==> src/decimal_command_frame_parser_defines.svh <==
// Assertion macros shared by the parser RTL.
// All checks are sampled on clk and disabled while rst_n is low.
`ifndef DECIMAL_COMMAND_FRAME_PARSER_DEFINES_SVH
`define DECIMAL_COMMAND_FRAME_PARSER_DEFINES_SVH

// Condition must hold at every clock edge.
`define DCFP_ASSERT_HOLDS(label, cond, msg) \
    label: assert property (@(posedge clk) disable iff (!rst_n) (cond)) else $error(msg);

// Consequent must hold in the same cycle as the antecedent.
`define DCFP_ASSERT_IMPLIES(label, ante, cons, msg) \
    label: assert property (@(posedge clk) disable iff (!rst_n) (ante) |-> (cons)) \
        else $error(msg);

`endif

==> src/dcfp_pkg.sv <==
package dcfp_pkg;

    // Frame delimiters and digit offset (ASCII)
    localparam logic [7:0] CH_START = 8'h3A;
    localparam logic [7:0] CH_END   = 8'h23;
    localparam logic [7:0] CH_ZERO  = 8'h30;

    // Position of the closing '#' in a well-formed frame
    localparam int FRAME_LAST = 22;

    // Default store depth (saturation point of the position counter)
    localparam int STORE_DEPTH_DEF = 24;

    // Frame positions 1..21 are kept; position 0 is the colon
    localparam int TAP_COUNT = 21;

    localparam logic [15:0] HOLD_RESET = 16'd1500;
    localparam logic [7:0]  AUX_RESET  = 8'd0;

    typedef logic [7:0]  digit_t;
    typedef logic [15:0] channel_t;

    // taps[0] is the most recently stored byte
    typedef digit_t [TAP_COUNT-1:0] tap_line_t;

    // Four-digit decimal value, modulo 2^16
    function automatic channel_t four_digits(digit_t d3, digit_t d2, digit_t d1, digit_t d0);
        channel_t sum;
        sum = channel_t'(d3) * 16'd1000
            + channel_t'(d2) * 16'd100
            + channel_t'(d1) * 16'd10
            + channel_t'(d0);
        return sum;
    endfunction

endpackage

==> src/dcfp_collector.sv <==
module dcfp_collector #(
    parameter int STORE_DEPTH = dcfp_pkg::STORE_DEPTH_DEF
) (
    input  logic               clk,
    input  logic               rst_n,
    input  logic               fire,
    input  dcfp_pkg::digit_t   rx_byte,
    output dcfp_pkg::tap_line_t taps,
    output logic               frame_ok
);
    import dcfp_pkg::*;

    localparam int PosW = $clog2(STORE_DEPTH + 1);

    logic            collecting_reg, collecting_next;
    logic [PosW-1:0] position_reg, position_next;
    tap_line_t       taps_reg;

    logic            start;
    logic            col_eff;
    logic [PosW-1:0] pos_eff;
    logic            stored;
    logic            is_end;

    // Frame tracking for the byte in the input register
    always_comb
    begin
        start    = (rx_byte == CH_START) && !collecting_reg;
        col_eff  = collecting_reg || start;
        pos_eff  = start ? '0 : position_reg;
        stored   = col_eff && (pos_eff < PosW'(STORE_DEPTH));
        is_end   = col_eff && (rx_byte == CH_END);
        frame_ok = is_end && stored && (pos_eff == PosW'(FRAME_LAST));
    end

    // Next state: '#' always returns to idle; overlong frames saturate
    always_comb
    begin
        collecting_next = collecting_reg;
        position_next   = position_reg;
        if (fire)
        begin
            if (is_end)
            begin
                collecting_next = 1'b0;
                position_next   = '0;
            end
            else if (col_eff)
            begin
                collecting_next = 1'b1;
                position_next   = stored ? pos_eff + PosW'(1) : PosW'(STORE_DEPTH);
            end
        end
    end

    always_ff @(posedge clk or negedge rst_n)
    begin
        if (!rst_n)
        begin
            collecting_reg <= 1'b0;
            position_reg   <= '0;
        end
        else
        begin
            collecting_reg <= collecting_next;
            position_reg   <= position_next;
        end
    end

    // Shift line of stored bytes; an accepted frame always refills all taps
    always_ff @(posedge clk)
    begin
        if (fire && stored)
        begin
            taps_reg <= {taps_reg[TAP_COUNT-2:0], digit_t'(rx_byte - CH_ZERO)};
        end
    end

    assign taps = taps_reg;

    `include "decimal_command_frame_parser_defines.svh"

    `DCFP_ASSERT_HOLDS(a_pos_bound, position_reg <= PosW'(STORE_DEPTH), "position beyond store")
    `DCFP_ASSERT_IMPLIES(a_idle_pos, !collecting_reg, position_reg == '0, "idle with nonzero position")

endmodule

==> src/dcfp_decoder.sv <==
module dcfp_decoder (
    input  dcfp_pkg::tap_line_t taps,
    output dcfp_pkg::channel_t  value_one,
    output dcfp_pkg::channel_t  value_two,
    output dcfp_pkg::channel_t  value_three,
    output dcfp_pkg::channel_t  value_four,
    output dcfp_pkg::digit_t    value_aux
);
    import dcfp_pkg::*;

    // Frame position p sits at taps[21 - p] when the '#' arrives
    always_comb
    begin
        value_one   = four_digits(taps[20], taps[19], taps[18], taps[17]);
        value_two   = four_digits(taps[15], taps[14], taps[13], taps[12]);
        value_three = four_digits(taps[10], taps[9],  taps[8],  taps[7]);
        value_four  = four_digits(taps[5],  taps[4],  taps[3],  taps[2]);
        value_aux   = taps[0];
    end

endmodule

==> src/decimal_command_frame_parser.sv <==
// Decimal command frame parser: takes one received byte per transfer and parses frames of the
// form ":dddd,dddd,dddd,dddd,d#" (23 bytes, separators not checked). A new byte is taken every
// clock while in_stall is low; each byte yields one result via an input register and a result
// register, and the result holds the four channel values and the aux digit as last accepted,
// plus frame_accepted high for the byte that closed a valid frame. Channels reset to 1500, aux
// to 0. Digits are taken as byte minus '0' with 8-bit wrap and channels wrap modulo 2^16.
// Frames longer than STORE_DEPTH bytes, or of any length other than 23, are dropped at the '#'.
module decimal_command_frame_parser #(
    parameter int STORE_DEPTH = dcfp_pkg::STORE_DEPTH_DEF
) (
    input  logic               clk,
    input  logic               rst_n,
    input  logic               in_valid,
    output logic               in_stall,
    input  dcfp_pkg::digit_t   rx_byte,
    output logic               out_valid,
    input  logic               out_stall,
    output dcfp_pkg::channel_t channel_one,
    output dcfp_pkg::channel_t channel_two,
    output dcfp_pkg::channel_t channel_three,
    output dcfp_pkg::channel_t channel_four,
    output dcfp_pkg::digit_t   aux_value,
    output logic               frame_accepted
);
    import dcfp_pkg::*;

    logic      s1_valid_reg, s1_valid_next;
    digit_t    s1_byte_reg;
    logic      out_valid_reg, out_valid_next;
    channel_t  ch_one_reg, ch_two_reg, ch_three_reg, ch_four_reg;
    digit_t    aux_reg;
    logic      accepted_reg;

    logic      advance;
    logic      fire;
    logic      frame_ok;
    tap_line_t taps;
    channel_t  value_one, value_two, value_three, value_four;
    digit_t    value_aux;

    // Handshake: the input register moves on whenever the result register frees up
    always_comb
    begin
        advance        = !out_valid_reg || !out_stall;
        fire           = s1_valid_reg && advance;
        in_stall       = s1_valid_reg && !advance;
        s1_valid_next  = (in_valid && !in_stall) || (s1_valid_reg && !fire);
        out_valid_next = fire || (out_valid_reg && out_stall);
    end

    always_ff @(posedge clk or negedge rst_n)
    begin
        if (!rst_n)
        begin
            s1_valid_reg  <= 1'b0;
            out_valid_reg <= 1'b0;
        end
        else
        begin
            s1_valid_reg  <= s1_valid_next;
            out_valid_reg <= out_valid_next;
        end
    end

    // Input register
    always_ff @(posedge clk)
    begin
        if (in_valid && !in_stall)
        begin
            s1_byte_reg <= rx_byte;
        end
    end

    dcfp_collector #(
        .STORE_DEPTH (STORE_DEPTH)
    ) u_collector (
        .clk      (clk),
        .rst_n    (rst_n),
        .fire     (fire),
        .rx_byte  (s1_byte_reg),
        .taps     (taps),
        .frame_ok (frame_ok)
    );

    dcfp_decoder u_decoder (
        .taps        (taps),
        .value_one   (value_one),
        .value_two   (value_two),
        .value_three (value_three),
        .value_four  (value_four),
        .value_aux   (value_aux)
    );

    // Held values double as the result register
    always_ff @(posedge clk or negedge rst_n)
    begin
        if (!rst_n)
        begin
            ch_one_reg   <= HOLD_RESET;
            ch_two_reg   <= HOLD_RESET;
            ch_three_reg <= HOLD_RESET;
            ch_four_reg  <= HOLD_RESET;
            aux_reg      <= AUX_RESET;
            accepted_reg <= 1'b0;
        end
        else if (fire)
        begin
            accepted_reg <= frame_ok;
            if (frame_ok)
            begin
                ch_one_reg   <= value_one;
                ch_two_reg   <= value_two;
                ch_three_reg <= value_three;
                ch_four_reg  <= value_four;
                aux_reg      <= value_aux;
            end
        end
    end

    assign out_valid      = out_valid_reg;
    assign channel_one    = ch_one_reg;
    assign channel_two    = ch_two_reg;
    assign channel_three  = ch_three_reg;
    assign channel_four   = ch_four_reg;
    assign aux_value      = aux_reg;
    assign frame_accepted = accepted_reg;

    `include "decimal_command_frame_parser_defines.svh"

    `DCFP_ASSERT_IMPLIES(a_free_no_stall, !s1_valid_reg || !out_valid_reg, !in_stall, "stall while room")
    `DCFP_ASSERT_IMPLIES(a_hold_on_accept, !$stable(ch_one_reg), accepted_reg, "held value moved without accept")
    `DCFP_ASSERT_IMPLIES(a_accept_valid, accepted_reg && $rose(accepted_reg), out_valid_reg, "accept flag without result")

endmodule

==> config.mk <==
export PLATFORM = sky130hd
export DESIGN_NAME = decimal_command_frame_parser
export DESIGN_NICKNAME = d
export VERILOG_FILES = /design/src/dcfp_pkg.sv /design/src/dcfp_collector.sv /design/src/dcfp_decoder.sv /design/src/decimal_command_frame_parser.sv
export VERILOG_INCLUDE_DIRS = /design/src /design/src/src
export SDC_FILE = /design/constraint.sdc
export NUM_CORES = 1
export LEC_CHECK = 0
export BUFFER_PORTS_ARGS = -buffer_cell sky130_fd_sc_hd__buf_2
export CORE_ASPECT_RATIO = 1.4
export CORE_MARGIN = 1
export CORE_UTILIZATION = 59
export DETAILED_ROUTE_END_ITERATION = 16
export PLACE_DENSITY_LB_ADDON = 0.3
export SLEW_MARGIN = 20
export SYNTH_ARGS = -nofsm -noshare
export SYNTH_HDL_FRONTEND = slang
export SYNTH_SLANG_ARGS = --single-unit
==> constraint.sdc <==
create_clock -name clk -period 13.5 [get_ports clk]
set_input_delay 2.7 -clock clk [delete_from_list [all_inputs] [get_ports clk]]
set_output_delay 2.7 -clock clk [all_outputs]
set_load 0.01 [all_outputs]
==> summary.md <==
Entering global routing, the biggest net connects 90 pins. The setup slack at placement was 7.41 ns; the number of buffers between clock root and the deepest sink was 3. The power density over cell area was 258 nW/µm². Setup slack on the worst reg-to-reg path comes out at 7.35 ns.

The run gives 6.56 ns as the arrival time at the worst endpoint. Of the total synthesized cell area, the portion taken by full adders, half adders and majority gates is 38.0%. The deepest level of the CTS H-tree came out at 1.

Counting the buffers created by CTS gives 27. The multiplexer fraction of the synthesized cell area works out to 2.17%. The number of setup buffers added after CTS is 0. For the number of routed nets with antenna violations, the log shows 0. The run finished with clean final reports. Of the cells placed in the final design, the portion with a size suffix greater than 1 is 10.6%.

Sequential elements use 34.7% of the synthesized area. The vertical die dimension is 226 µm, and the clock-pin slew of the registers on the worst-case setup and hold paths is 0.07 ns. The share of the synthesized area in compound gates (AO/OA/AOI/OAI) is 8.61%. The layout has 2620 filler cells.

The xor and xnor fraction of the mapped netlist area works out to 6.08%. For the synthesized instance count, the log shows 1790. Setup repair after global routing left no endpoint under its margin.

For this run, the share of the core covered by cells in the final layout is 65.6%. The run gives 0.0214 ns as the worst clock skew on the final layout. Critical path launch point: u_collector.taps[40]$_DFFE_PP_. Port buffering added 86 buffers. The count of unique library cells instantiated by Yosys was 53.

The final critical-path share of the clock period is 45.6%, and the synthesized cell area is 21200 µm². For this run, the leading register cell type out of synthesis is sky130_fd_sc_hd__edfxtp_1. The floorplan has 81 rows. For the total cell area at the placement stage, the log shows 22100 µm². The count of routing violations after the opening detailed-route iteration is 596. STA classifies the critical path endpoint as a flop. The final-layout setup total negative slack was 0 ns; the hold path depth was 0. The run gives 0 as the number of max-cap violations. At the pin with the least slew margin, the transition time is 1.06 ns. The smallest clock period supported by the final layout is computed as 6.15 ns. During I/O placement, the number of pins put on the boundary was 87. The tree built by TritonCTS fans out to 257 sinks.

0 antenna diodes ended up in the layout. The maximum clock rate is 163 MHz, and the worst slack on hold paths is 0.417 ns. After detailed routing, the average wire length per cell comes to 16.6 µm. After global routing the overflow that remains totals 0.

The quantity of hold-fixing buffers added after cts was 0; the area enclosed by the die boundary was 36700 µm². Dominant combinational cell family by area after synthesis: adder cells. Kind of critical path: reg -> reg. Summed over all nets, the half-perimeter wirelength after detailed placement is 31700 µm. The launch point of the worst reg-to-reg path is u_collector.taps[40]$_DFFE_PP_. Summed over all cells, the static leakage comes to 11.4 nW. The run gives 7.35 ns as the smallest setup slack after layout.

For the summed area of non-filler cells in the final layout, the log shows 23100 µm². The via count of the routed design was 12800. Measured against its own limit, the worst slew margin works out to 29.3%.

The layout-stage area growth over the synthesis result came out at 8.88%. Post-CTS repair changed the size of 0 cells. After detailed routing, the total wire length is 39400 µm. The routability congestion estimate is 0.850. For the iteration count of the initial detailed-routing pass, the log shows 5. The via count normalized by instance count is 5.39, and the global-route usage over all layers is 23.2%. In this run the mean area of a mapped cell was 11.8 µm². The run gives 35200 µm² as the area of the core. The clock root buffer is sky130_fd_sc_hd__clkbuf_16.

The die is 162 µm wide. After Yosys synthesis, and, or, nand and nor cells account for 3.77% of the synthesized area. The initial utilization of the core area, before any placement, comes to 60.2%.

Via count of the first global-routing pass: 13800. The wire length of the first global-routing pass is 67300 µm, and the number of storage elements in the synthesis netlist is 257. In the layout the commonest cells are sky130_fd_sc_hd__ha_1 (376), sky130_fd_sc_hd__inv_1 (337), sky130_fd_sc_hd__edfxtp_1 (176). Counting flops with a built-in enable in the synthesized netlist gives 176.

The run gives 2345 as the net count after synthesis. The start point of the worst min-delay path is u_collector.taps[132]$_DFFE_PP_. The residual DRC count was 0.

The number of flip-flops under the largest register name came out at 168. The number of hold violations in the final report was 0. Count of final max-slew check failures: 0. STA classifies the critical path startpoint as a flop.

The most frequent standard cell in the layout excluding fill and tap cells is sky130_fd_sc_hd__ha_1. The tightest min-delay check is of the reg -> reg type. The cell count of the worst reg-to-reg path was 21. For hold timing, the worst endpoint is u_collector.taps[140]$_DFFE_PP_.

The count of warnings emitted by yosys is 0. For the number of antenna violations at the first check in global routing, the log shows 0. In the final design database the tool counted 2450 nets.

STA puts the critical path data required time at 13.91 ns. Along the worst path, the maximum fanout reaches 7. In this run the critical register-to-register path is captured at channel_four[15]$_DFFE_PN0P_.

Setup violations remaining at the end of the flow were counted as 0. TritonCTS built the clock tree. The worst-case IR drop observed on VDD is 446 µV. The fraction of synthesis flops using an asynchronous set or reset pin was 31.5%. The later pin in the worst-skew pair is clocked with a latency of 0.57 ns.
[synth_stat cells (2+ instances only)]
cell | instances | area share, %
sky130_fd_sc_hd__dfstp_2 | 28 | 3.5
sky130_fd_sc_hd__xor2_1 | 62 | 2.6
sky130_fd_sc_hd__and2_1 | 2 | 0.059
sky130_fd_sc_hd__ha_1 | 376 | 22
sky130_fd_sc_hd__o21bai_1 | 23 | 0.82
sky130_fd_sc_hd__o221ai_1 | 2 | 0.083
sky130_fd_sc_hd__mux2_4 | 30 | 2.1
sky130_fd_sc_hd__clkbuf_1 | 3 | 0.053
sky130_fd_sc_hd__inv_1 | 337 | 6.0
sky130_fd_sc_hd__a21o_1 | 49 | 1.7
sky130_fd_sc_hd__a41o_1 | 4 | 0.19
sky130_fd_sc_hd__buf_6 | 7 | 0.37
sky130_fd_sc_hd__a211oi_1 | 2 | 0.071
sky130_fd_sc_hd__dfrtp_1 | 53 | 6.3
sky130_fd_sc_hd__o31ai_1 | 4 | 0.14
sky130_fd_sc_hd__nand4_1 | 2 | 0.059
sky130_fd_sc_hd__nor3_1 | 10 | 0.24
sky130_fd_sc_hd__o21a_1 | 11 | 0.39
sky130_fd_sc_hd__nand3b_1 | 2 | 0.071
sky130_fd_sc_hd__o31a_1 | 2 | 0.083
sky130_fd_sc_hd__o22ai_1 | 2 | 0.059
sky130_fd_sc_hd__o21ai_2 | 3 | 0.12
sky130_fd_sc_hd__a32o_1 | 2 | 0.095
sky130_fd_sc_hd__o21ai_0 | 36 | 0.85
sky130_fd_sc_hd__nand3_1 | 7 | 0.17
sky130_fd_sc_hd__a31oi_1 | 11 | 0.32
sky130_fd_sc_hd__nor2_1 | 33 | 0.58
sky130_fd_sc_hd__xnor2_1 | 85 | 3.5
sky130_fd_sc_hd__o211ai_1 | 2 | 0.071
sky130_fd_sc_hd__nor2b_1 | 13 | 0.38
sky130_fd_sc_hd__a2111o_1 | 4 | 0.21
sky130_fd_sc_hd__and3_1 | 4 | 0.12
sky130_fd_sc_hd__o21ai_1 | 39 | 0.92
sky130_fd_sc_hd__fa_1 | 167 | 16
sky130_fd_sc_hd__nand2b_1 | 11 | 0.32
sky130_fd_sc_hd__a22o_1 | 3 | 0.12
sky130_fd_sc_hd__buf_12 | 2 | 0.19
sky130_fd_sc_hd__a21oi_1 | 84 | 2.0
sky130_fd_sc_hd__o41ai_1 | 2 | 0.083
sky130_fd_sc_hd__nand2_1 | 81 | 1.4
sky130_fd_sc_hd__edfxtp_1 | 176 | 25
sky130_fd_sc_hd__a2111oi_0 | 3 | 0.12
[metrics by stage]
| stage | cells | total power [mW] |
|---|---|---|
| floorplan | 1790 | 4.33 |
| global placement | 2322 | 5.00 |
| detailed placement | 2322 | 5.12 |
| CTS | 2372 | 6.00 |
| global route | 2372 | 6.57 |
| finish | 2372 | 5.96 |
[logic make-up (layout without fill, tap and decap cells)]
group / Yosys count / after routing
adders and majority gates: 543 / 543
DFF: 257 / 257
buffers and inverters: 351 / 477
xor gates and xnor gates: 147 / 147
muxes: 31 / 31
and+or+nand+nor: 171 / 171
AOI/OAI and AO/OA: 290 / 290
[how the worst max path moves through the flow]
stage,endpoint,slack [ns],cells after the start
6_report,channel_four[15]$_DFFE_PN0P_,7.35,21
5_1_grt,channel_four[15]$_DFFE_PN0P_,7.08,21
4_1_cts,channel_four[15]$_DFFE_PN0P_,7.36,21
3_5_place_dp,u_collector.taps[45]$_DFFE_PP_,7.41,7
3_3_place_gp,u_collector.taps[45]$_DFFE_PP_,7.49,7
2_1_floorplan,u_collector.taps[0]$_DFFE_PP_,2.73,4
[area by class of cell]
cell class	instances	area (µm²)	area share, %
Clock buffer	33	762	3.30
Clock inverter	17	226	0.982
Inverter	337	1260	5.49
Multi-Input combinational cell	1182	12400	53.9
Sequential cell	257	7350	31.9
Tap cell	456	571	2.47
Timing Repair Buffer	90	463	2.01
[where the power goes]
group | switching [mW] | internal, mW | total [mW] | leakage [nW]
Clock | 0.338 | 0.487 | 0.824 | 0.482
Sequential | 0.0394 | 0.890 | 0.929 | 2.61
Combinational | 2.33 | 1.88 | 4.21 | 8.35
[layer usage]
| metal | global-route usage (%) | part of all wire [%] |
|---|---|---|
| met5 | 0 | 0 |
| met3 | 2.64 | 2.8 |
| met4 | 7.73 | 2.9 |
| met2 | 42.9 | 54 |
| met1 | 27.9 | 41 |
[critical path, cell delays in order, from the launching register on]
cell	delay, ns
sky130_fd_sc_hd__edfxtp_1	0.54
sky130_fd_sc_hd__fa_1	0.68
sky130_fd_sc_hd__xor2_1	0.19
sky130_fd_sc_hd__ha_1	0.26
sky130_fd_sc_hd__fa_1	0.49
sky130_fd_sc_hd__inv_1	0.05
sky130_fd_sc_hd__fa_1	0.48
sky130_fd_sc_hd__inv_1	0.04
sky130_fd_sc_hd__ha_1	0.31
sky130_fd_sc_hd__o21ai_0	0.11
sky130_fd_sc_hd__nand2b_1	0.12
sky130_fd_sc_hd__xnor2_1	0.17
sky130_fd_sc_hd__fa_1	0.55
sky130_fd_sc_hd__inv_1	0.04
sky130_fd_sc_hd__ha_1	0.28
sky130_fd_sc_hd__ha_1	0.38
sky130_fd_sc_hd__a2111o_1	0.40
sky130_fd_sc_hd__o22ai_1	0.27
sky130_fd_sc_hd__o21ai_0	0.20
sky130_fd_sc_hd__a31oi_1	0.23
sky130_fd_sc_hd__xnor2_1	0.14
sky130_fd_sc_hd__o21ai_1	0.07
(Power assumes the default switching activity.)
